==> src/hw/rtl/bitmap_first_fit_allocator_assert.svh <==
// Assertion macros for the bitmap first-fit allocator.
// Included by the RTL files that carry concurrent checks; no other dependency.
`ifndef BITMAP_FIRST_FIT_ALLOCATOR_ASSERT_SVH
`define BITMAP_FIRST_FIT_ALLOCATOR_ASSERT_SVH

`ifndef SYNTHESIS

// Same-cycle implication, disabled while reset is low
`define BFFA_ASSERT_IMP(lbl, ck, rn, ante, cons, msg) \
    lbl: assert property (@(posedge ck) disable iff (!rn) (ante) |-> (cons)) \
        else $error(msg);

// Next-cycle implication, disabled while reset is low
`define BFFA_ASSERT_NXT(lbl, ck, rn, ante, cons, msg) \
    lbl: assert property (@(posedge ck) disable iff (!rn) (ante) |=> (cons)) \
        else $error(msg);

`else

`define BFFA_ASSERT_IMP(lbl, ck, rn, ante, cons, msg)

`define BFFA_ASSERT_NXT(lbl, ck, rn, ante, cons, msg)

`endif

`endif

==> src/hw/rtl/bffa_pkg.sv <==
// Shared constants, codes and controller/datapath structs for the
// bitmap first-fit allocator. No dependencies.
`timescale 1ns / 1ps

package bffa_pkg;

    // Bitmap sizes and request bound
    localparam int INODE_BITS = 1024;
    localparam int DATA_BITS  = 4096;
    localparam int MAX_BLOCKS = 12;

    // Bitmap word geometry
    localparam int WORD_W        = 32;
    localparam int BITPOS_W      = 5;
    localparam int INODE_WORDS   = (INODE_BITS + WORD_W - 1) / WORD_W;
    localparam int DATA_WORDS    = (DATA_BITS + WORD_W - 1) / WORD_W;
    localparam int INODE_WADDR_W = (INODE_WORDS > 1) ? $clog2(INODE_WORDS) : 1;
    localparam int DATA_WADDR_W  = (DATA_WORDS > 1) ? $clog2(DATA_WORDS) : 1;
    localparam int MAP_WADDR_W   = (INODE_WADDR_W > DATA_WADDR_W) ? INODE_WADDR_W
                                                                  : DATA_WADDR_W;
    localparam int MAP_IDX_W     = MAP_WADDR_W + BITPOS_W;
    localparam int SCAN_W        = MAP_WADDR_W + 1;
    localparam int MAP_BITS_MAX  = (INODE_BITS > DATA_BITS) ? INODE_BITS : DATA_BITS;

    // Field widths
    localparam int CMD_W       = 2;
    localparam int COUNT_W     = 4;
    localparam int MARK_W      = 12;
    localparam int NUMBER_W    = 32;
    localparam int STATUS_W    = 2;
    localparam int INODE_LIM_W = 11;
    localparam int DATA_LIM_W  = 13;
    localparam int BASE_W      = 32;
    localparam int CFG_IDX_W   = 2;
    localparam int CFG_DATA_W  = 32;

    // Limit arithmetic width: holds either limit and either bitmap size
    localparam int LIM_BITS_W = $clog2(MAP_BITS_MAX + 1);
    localparam int LIM_CFG_W  = (DATA_LIM_W > INODE_LIM_W) ? DATA_LIM_W : INODE_LIM_W;
    localparam int LIM_W      = (LIM_CFG_W > LIM_BITS_W) ? LIM_CFG_W : LIM_BITS_W;

    // Pick buffer sizing
    localparam int PICK_CNT_W = $clog2(MAX_BLOCKS + 1);
    localparam int PICK_IDX_W = (MAX_BLOCKS > 1) ? $clog2(MAX_BLOCKS) : 1;

    // Register reset values
    localparam logic [INODE_LIM_W-1:0] INODE_LIMIT_RESET = 11'd1024;
    localparam logic [DATA_LIM_W-1:0]  DATA_LIMIT_RESET  = 13'd4096;
    localparam logic [BASE_W-1:0]      DATA_BASE_RESET   = 32'd0;

    typedef enum logic [CMD_W-1:0] {
        CMD_ALLOC_INODE = 2'd0,
        CMD_ALLOC_DATA  = 2'd1,
        CMD_MARK_INODE  = 2'd2,
        CMD_MARK_DATA   = 2'd3
    } cmd_t;

    typedef enum logic [STATUS_W-1:0] {
        ST_OK       = 2'd0,
        ST_NO_SPACE = 2'd1,
        ST_NONE     = 2'd2
    } status_t;

    typedef enum logic [CFG_IDX_W-1:0] {
        CFG_INODE_LIMIT = 2'd0,
        CFG_DATA_LIMIT  = 2'd1,
        CFG_DATA_BASE   = 2'd2
    } cfg_idx_t;

    // Source of the bitmap word address
    typedef enum logic [1:0] {
        SRC_SCAN = 2'd0,
        SRC_MARK = 2'd1,
        SRC_PICK = 2'd2
    } rd_src_t;

    // Kind of result to load into the output register
    typedef enum logic [1:0] {
        EMIT_IDLE = 2'd0,
        EMIT_PICK = 2'd1,
        EMIT_FAIL = 2'd2,
        EMIT_NONE = 2'd3
    } emit_t;

    // Controller to datapath
    typedef struct packed {
        logic    in_ready;
        logic    load_req;
        logic    rd_issue;
        rd_src_t rd_src;
        logic    wr_en;
        logic    load_work;
        logic    take_pick;
        logic    next_word;
        emit_t   emit;
    } dp_ctl_t;

    // Datapath to controller
    typedef struct packed {
        logic in_valid;
        cmd_t cmd;
        logic need_zero;
        logic need_over;
        logic mark_ok;
        logic scan_more;
        logic work_free;
        logic got_enough;
        logic last_pick;
        logic out_free;
    } dp_stat_t;

endpackage

==> src/hw/rtl/bffa_ctrl.sv <==
// Sequencer for the allocator: decodes a request, steps the word scan,
// the pick loop and the commit writes. Depends on bffa_pkg.
`timescale 1ns / 1ps

module bffa_ctrl import bffa_pkg::*; (
    input  logic     clk,
    input  logic     rst_n,
    input  dp_stat_t st,
    output dp_ctl_t  ctl
);

    typedef enum logic [3:0] {
        S_IDLE,
        S_DECODE,
        S_MARK_WR,
        S_SCAN_RD,
        S_LOAD,
        S_PICK,
        S_COMMIT_RD,
        S_COMMIT_WR,
        S_EMIT_FAIL,
        S_EMIT_NONE
    } state_t;

    state_t state_reg;
    state_t state_next;

    // Hold state
    always_ff @(posedge clk or negedge rst_n)
    begin
        if (!rst_n)
        begin
            state_reg <= S_IDLE;
        end
        else
        begin
            state_reg <= state_next;
        end
    end

    // Next state and datapath commands
    always_comb
    begin
        state_next = state_reg;
        ctl        = '0;
        unique case (state_reg)
            S_IDLE:
            begin
                ctl.in_ready = 1'b1;
                if (st.in_valid)
                begin
                    ctl.load_req = 1'b1;
                    state_next   = S_DECODE;
                end
            end
            S_DECODE:
            begin
                unique case (st.cmd)
                    CMD_MARK_INODE, CMD_MARK_DATA:
                    begin
                        if (st.mark_ok)
                        begin
                            ctl.rd_issue = 1'b1;
                            ctl.rd_src   = SRC_MARK;
                            state_next   = S_MARK_WR;
                        end
                        else
                        begin
                            state_next = S_IDLE;
                        end
                    end
                    CMD_ALLOC_INODE:
                    begin
                        state_next = S_SCAN_RD;
                    end
                    CMD_ALLOC_DATA:
                    begin
                        priority if (st.need_zero)
                        begin
                            state_next = S_EMIT_NONE;
                        end
                        else if (st.need_over)
                        begin
                            state_next = S_EMIT_FAIL;
                        end
                        else
                        begin
                            state_next = S_SCAN_RD;
                        end
                    end
                endcase
            end
            S_MARK_WR:
            begin
                ctl.wr_en  = 1'b1;
                ctl.rd_src = SRC_MARK;
                state_next = S_IDLE;
            end
            S_SCAN_RD:
            begin
                if (st.scan_more)
                begin
                    ctl.rd_issue = 1'b1;
                    ctl.rd_src   = SRC_SCAN;
                    state_next   = S_LOAD;
                end
                else
                begin
                    state_next = S_EMIT_FAIL;
                end
            end
            S_LOAD:
            begin
                ctl.load_work = 1'b1;
                state_next    = S_PICK;
            end
            S_PICK:
            begin
                // Take free bits of this word until enough, else move on
                priority if (st.got_enough)
                begin
                    state_next = S_COMMIT_RD;
                end
                else if (st.work_free)
                begin
                    ctl.take_pick = 1'b1;
                end
                else
                begin
                    ctl.next_word = 1'b1;
                    state_next    = S_SCAN_RD;
                end
            end
            S_COMMIT_RD:
            begin
                ctl.rd_issue = 1'b1;
                ctl.rd_src   = SRC_PICK;
                state_next   = S_COMMIT_WR;
            end
            S_COMMIT_WR:
            begin
                ctl.rd_src = SRC_PICK;
                if (st.out_free)
                begin
                    ctl.wr_en = 1'b1;
                    ctl.emit  = EMIT_PICK;
                    state_next = st.last_pick ? S_IDLE : S_COMMIT_RD;
                end
            end
            S_EMIT_FAIL:
            begin
                if (st.out_free)
                begin
                    ctl.emit   = EMIT_FAIL;
                    state_next = S_IDLE;
                end
            end
            S_EMIT_NONE:
            begin
                if (st.out_free)
                begin
                    ctl.emit   = EMIT_NONE;
                    state_next = S_IDLE;
                end
            end
            default:
            begin
                state_next = S_IDLE;
            end
        endcase
    end

endmodule

==> config.mk <==
export PLATFORM = sky130hd
export DESIGN_NAME = bffa_ctrl
export DESIGN_NICKNAME = d
export VERILOG_FILES = /design/src/hw/rtl/bitmap_first_fit_allocator_assert.svh /design/src/hw/rtl/bffa_pkg.sv /design/src/hw/rtl/bffa_ctrl.sv
export SDC_FILE = /design/constraint.sdc
export NUM_CORES = 1
export LEC_CHECK = 0
export ABC_AREA = 0
export BUFFER_PORTS_ARGS = -buffer_cell sky130_fd_sc_hd__buf_4
export CORE_AREA = 2 2 39 41
export DETAILED_ROUTE_END_ITERATION = 10
export DIE_AREA = 0 0 41 43
export PLACE_DENSITY = 0.69
export SLEW_MARGIN = 20
export SYNTH_ARGS = -nofsm -noshare
export SYNTH_HDL_FRONTEND = slang
export SYNTH_SLANG_ARGS = --single-unit
==> constraint.sdc <==
create_clock -name clk -period 2.2 [get_ports clk]
set_input_delay 0.11 -clock clk [delete_from_list [all_inputs] [get_ports clk]]
set_output_delay 0.11 -clock clk [all_outputs]
set_load 0.01 [all_outputs]
==> metrics.md, run 1 <==
| Metric | Value |
|---|---|
| Outcome | completed |
| Clock root cell | clkbuf_4 |
| Initial DRC Count | 16 |
| CTS tree | built |
| PostCTS Resize Cnt | 0 |
| Critical path type | reg -> out |
| DRT Pass-1 Iters | 4 |
| Die Ht | 43 µm |
| Crit path buffers/inverters | 2 |
| Worst Path Max Fanout | 9 |
| Commonest non-fill, non-tap cells in the layout | buf_4 (26), o21ai_0 (8), nor2_1 (7), nand2_1 (5) |
| Placer Congestion | between 0.8 and 0.9 |
| Fin Setup TNS | 0 ps |
| Worst-margin pin slew | 531 ps |
| Final count of pins violating max slew | 0 |
| Post-placement worst setup slack | around 500 ps |
| FP Rows | 14 |
| Clock transition at the registers of the reported paths | ~40 ps |
| Synth unique cells | 31 |
| Final net count | 111 |
| Mapped Cells | 74 |
| Layout Area Growth over Synthesis | 39.3% |
| Die width | approximately 41 µm |
| Max reg flops | 4 |
| Seq/Total Area, Yosys | 0.192 |
| Fin crit period | between 1500 and 2000 ps |
| CP Cell Sequence | nand2b_4, or4b_1, inv_1, buf_4 |
| WL/cell | 13.8 µm |
| CORE AREA | approximately 1400 µm² |
| First-pass GRT wire length | about 2.4 mm |
| DRT Wirelength | around 1.5 mm |
| Max_slew headroom | 0.644 |
| Antenna Nets Post-Route | 0 |
| Placed Cells | between 100 and 150 |
| FF-to-FF setup slack | 470 ps |
| CTS max path bufs | 2 |
| Crit path arrival time | 1770 ps |
| Critical Path RT | 2090 ps |
| Slowest CP cell | or4b_1 |
| Final hold vios | 0 |
| Diodes inserted | 0 |
| Vias/cell | 5.70 |
| Flops & latches, synth | 4 |
| Vias in the first global route | slightly below 600 |
| Mapped cell area | 522 µm² |
| Final setup viols | 0 |
| Total grt overflow | 0 |
| Synth top area share | 0.192 |
| Estimated wirelength of the detail-placed design | 1.13 mm |
| Max VDD drop | a little over 0.0005 V |
| CP top delay family | simple AND/OR/NAND/NOR gates |
| Setup WS post-layout | 322 ps |
| Slowest Stage Delay on Critical Path | 650 ps |
| DIE AREA | 1760 µm² |
| Share of cells above drive strength 1 | 0.333 |
| RSZ-0062 raised after global routing | false |
| Non-Filler Instances | roughly 110 |
| Tightest Hold Check Type | in -> async |
| Critical path capture point type | primary output |
| Reg area | 100 µm² |
| CTS buffer count | 3 |
| Largest net degree at the start of global routing | 22 |
| Synth area leader | dfrtp_1 |
| Multi-input logic area | between 300 and 400 µm² |
| FMAX | 532 MHz |
| I/O pins | 24 |
| Synth warn | 0 |
| Commonest non-fill, non-tap cell in the layout | buf_4 |
| Sink Count | 4 |
| Post-Syn Nets | 87 |
| Syn avg cell area | 7.05 µm² |
| Starting density of the core | 0.377 |
| Fill cells | about 140 |
| H-tree levels | 1 |
| Residual DRC | 0 |
| Final Util | 0.525 |
| Total GRT Usage | 0.199 |
| Tcrit/Tclk final | 0.854 |
| Vias | around 640 |
| Max-Cap Viols | 0 |
| Antenna violations before repair | 0 |
| Setup Skew | between 2 and 3 ps |
| Startpoint Class | flop |
| Pwr dens | 1300 nW/µm² |
| Leak | 0.350 nW |
| Top post-synthesis cells by area | dfrtp_1 (19%), o21ai_0 (7.7%), nor2_1 (5.0%), nand2b_1 (4.8%), a32o_1 (3.8%) |
| Port Buffer Count | 23 |
| Skew-Pair Late Insertion Delay | between 200 and 250 ps |
-- synth_stat cells (all sizes together) --
cell and instances:
o21ai 8, nor2 7, nand2 5, nand2b 5
buf 4, clkbuf 4, dfrtp 4, inv 4
a21oi 3, and3 3, nand3 3, nor3 3
nor4 3, a22o 2, a31oi 2, a32o 2
nand3b 2, o31ai 2, a211oi 1, and2 1
and3b 1, and4b 1, mux2i 1, o2111a 1
o211ai 1, or4b 1
-- kinds of logic (layout without fill, tap and decap cells) --
family	count (synthesis)	in the layout	synth area share
and+or+nand+nor	35	35	0.388
AOI/OAI and AO/OA	22	22	0.290
muxes	1	1	0.0192
buffers and inverters	12	34	0.110
DFF	4	4	0.192
-- metal layers --
| metal | routed length [µm] | vias to the layer above | GRT usage |
|---|---|---|---|
| met2 | 777 | 28 | 0.334 |
| met5 | 0 | - | 0 |
| li1 | - | 314 | - |
| met1 | 635 | 294 | 0.248 |
| met3 | 129 | 2 | 0.0209 |
| met4 | 6 | 0 | 0.0667 |
-- timing repair --
action,CTS,global route
endpoints found under the hold margin,4,0
hold buffers,1,0
setup buffers,0,0
-- where the power goes --
part / switching [mW] / leakage, nW / total (mW) / internal, mW
sequential: 0.0834 / 0.0526 / 0.194 / 0.110
combinational: 0.351 / 0.284 / 0.666 / 0.315
clock: 0.0270 / 0.0138 / 0.0878 / 0.0608
total: 0.461 / 0.350 / 0.947 / 0.487
-- cell type report --
| type | count | area share |
|---|---|---|
| clock buffers | 3 | 0.0310 |
| inverters | 4 | 0.0207 |
| multi-input cells | 58 | 0.501 |
| flip-flops and latches | 4 | 0.138 |
| well taps | 16 | 0.0275 |
| repair buffers | 27 | 0.282 |
-- per-stage QoR --
stage | cell area (µm²) | power [mW] | hold WS (ps)
after floorplan | 522 | 0.637 | -186
after global placement | 694 | 0.833 | -93.4
after detailed placement | 694 | 0.852 | -93.2
after CTS | 727 | 0.944 | 214
after global routing | 727 | 1.04 | 227
final | 727 | 0.947 | 231
-- path summary, 6_finish.rpt --
| path | from | end | cells past startpoint |
|---|---|---|---|
| max in group asynchronous | rst_n | state_reg[2] | 2 |
| setup / recovery | state_reg[3] | ctl[3] | 4 |
| setup reg to reg | state_reg[3] | state_reg[2] | 3 |
| hold / removal | rst_n | state_reg[1] | 2 |
| hold reg to reg | state_reg[0] | state_reg[0] | 2 |
| min in group clk | st[0] | state_reg[1] | 4 |
-- worst register-to-register path, cell delays in order (launching register included) --
cell      delay [ps]
dfrtp_1          470
nand2b_4         200
or4b_1           650
a32o_1           280
Note: power is estimated with default switching activity, not from simulation.
==> inputs of run 2 (changes only) <==
--- a/config.mk
+++ b/config.mk
@@ -11,6 +11,7 @@
 export DETAILED_ROUTE_END_ITERATION = 10
 export DIE_AREA = 0 0 41 43
 export PLACE_DENSITY = 0.69
+export RECOVER_POWER = 100
 export SLEW_MARGIN = 20
 export SYNTH_ARGS = -nofsm -noshare
 export SYNTH_HDL_FRONTEND = slang
==> metrics.md, run 2 (same netlist as run 1, synthesis figures left out) <==
| Metric | Value |
|---|---|
| First-pass GRT wire length | 2.43 mm |
| Hold Slack | about 240 ps |
| Layout Area Growth over Synthesis | 31.4% |
| WL/cell | 13.8 µm |
| Fin crit period | around 2000 ps |
| Skew-Pair Late Insertion Delay | about 230 ps |
| Worst-margin pin slew | 530 ps |
| Design area | approximately 690 µm² |
| Crit path arrival time | about 1900 ps |
| Estimated wirelength of the detail-placed design | roughly 1.1 mm |
| Sink Count | 4 |
| CP top delay family | simple AND/OR/NAND/NOR gates |
| Fill cells | between 150 and 200 |
| DRT Wirelength | 1.55 mm |
| CP Cell Sequence | nand2b_1, or4b_1, inv_1, clkbuf_1 |
| Final net count | 111 |
| Vias in the first global route | 578 |
| Sw Pwr | approximately 0.45 mW |
| Commonest non-fill, non-tap cell in the layout | buf_4 |
| Clock transition at the registers of the reported paths | 40 ps |
| Final setup viols | 0 |
| Pint | between 0.4 and 0.5 mW |
| CTS max path bufs | 2 |
| Critical path capture point type | primary output |
| CP Launch Point | state_reg[3] |
| CTS buffer count | 3 |
| Commonest non-fill, non-tap cells in the layout | buf_4 (17), clkbuf_1 (9), o21ai_0 (8), nor2_1 (7) |
| Initial DRC Count | 13 |
| H-tree levels | 1 |
| I/O pins | 24 |
| Reg-to-Reg End | state_reg[1] |
| Sw frac | 0.512 |
| Pwr dens | roughly 1300 nW/µm² |
| CTS tree | built |
| Starting density of the core | 0.377 |
| Max VDD drop | roughly 0.00045 V |
| Vias/cell | about 5.6 |
| Max_slew headroom | 0.645 |
| Tcrit/Tclk final | 0.898 |
| Critical path type | reg -> out |
| Final hold vios | 0 |
| Port Buffer Count | 23 |
| Total grt overflow | 0 |
| RSZ-0062 raised after global routing | false |
| PostCTS Resize Cnt | 0 |
| Vias | between 600 and 700 |
| Clock root cell | clkbuf_4 |
| Reg power frac | 0.213 |
| Leak | approximately 0.31 nW |
| Total GRT Usage | 0.199 |
| Worst r2r src | state_reg[2] |
| Antenna violations before repair | 0 |
| Residual DRC | 0 |
| Cell Area, Placed | roughly 690 µm² |
| Slowest Stage Delay on Critical Path | 660 ps |
| Share of cells above drive strength 1 | 0.229 |
| FP Rows | 14 |
| Slowest CP cell | or4b_1 |
| Final count of pins violating max slew | 0 |
| Tightest Hold Check Type | in -> reg |
| Post-CTS setup buffers | 0 |
| Setup Skew | approximately 2.6 ps |
| Outcome | completed |
| Die width | about 41 µm |
| Startpoint Class | flop |
| DRT Pass-1 Iters | 4 |
| Final Util | 0.495 |
| Comb power frac | 0.688 |
| Fin Setup TNS | 0 ps |
| FMAX | 506 MHz |
| Crit path capture | ctl[3] |
| Max-Cap Viols | 0 |
| Worst Path Max Fanout | 9 |
| Crit path buffers/inverters | 2 |
| CORE AREA | 1380 µm² |
| Placer Congestion | 0.805 |
| Die Ht | around 43 µm |
| FF-to-FF setup slack | approximately 400 ps |
| Largest net degree at the start of global routing | 22 |
| FF-to-FF path depth | 5 |
| DIE AREA | between 1500 and 2000 µm² |
| WHS Path Cells | 4 |
| Max reg flops | 4 |
| Antenna Nets Post-Route | 0 |
| Worst path depth | 4 |
| Critical Path RT | 2090 ps |
| Clock network power share | 0.099 |
| Diodes inserted | 0 |
run 2: changes by cell type in the layout (fill, tap and decap cells not counted), sizes merged:
cell and change:
buf -9, clkbuf +9
run 2: through the flow:
step | setup slack [ps] | instances | power, mW
after floorplan | 620 | 74 | 0.637
after global placement | 530 | 108 | 0.833
after detailed placement | 500 | 108 | 0.852
after CTS | 331 | 112 | 0.944
after global routing | 123 | 112 | 0.982
final | 224 | 112 | 0.888
run 2: what timing repair did:
item | 4_1_cts | 5_1_grt
hold buffers | 1 | 0
hold endpoints to repair | 4 | 0
endpoints found under the setup margin | 0 | 0
run 2: worst min-delay path by stage:
stage          startpoint  slack [ps]      endpoint
2_1_floorplan       rst_n        -190  state_reg[0]
3_3_place_gp        rst_n         -90  state_reg[3]
3_5_place_dp        rst_n         -90  state_reg[1]
4_1_cts             rst_n         210  state_reg[1]
5_1_grt             st[0]         250  state_reg[1]
6_report            st[0]         240  state_reg[1]
run 2: power by group through the flow:
stage               clock network, mW  registers [mW]  logic (mW)
finish                         0.0879           0.189       0.611
global route                   0.0973           0.198       0.687
CTS                            0.0889           0.192       0.662
detailed placement                  0           0.193       0.659
global placement                    0           0.190       0.643
floorplan                           0           0.127       0.511
run 2: worst min-delay path: stages:
cell and delay, ps:
buf_4 130, nor2_1 40, nand3_1 80, a21oi_1 70
run 2: per-layer routing:
| metal | vias up | part of all wire | wire length, µm | GRT usage |
|---|---|---|---|---|
| met3 | 2 | 0.062 | 96 | 0.0209 |
| li1 | 316 | - | - | - |
| met4 | 0 | 0.0032 | 5 | 0.0667 |
| met1 | 285 | 0.43 | 669 | 0.248 |
| met2 | 25 | 0.50 | 774 | 0.334 |
| met5 | - | 0 | 0 | 0 |
run 2: area by class of cell:
class,count,area (µm²),share of cell area
repair buffers,27,171,0.250
clock buffers,3,22.5,0.0328
well taps,16,20.0,0.0292
flip-flops and latches,4,100,0.146
multi-input cells,58,357,0.520
inverters,4,15.0,0.0219
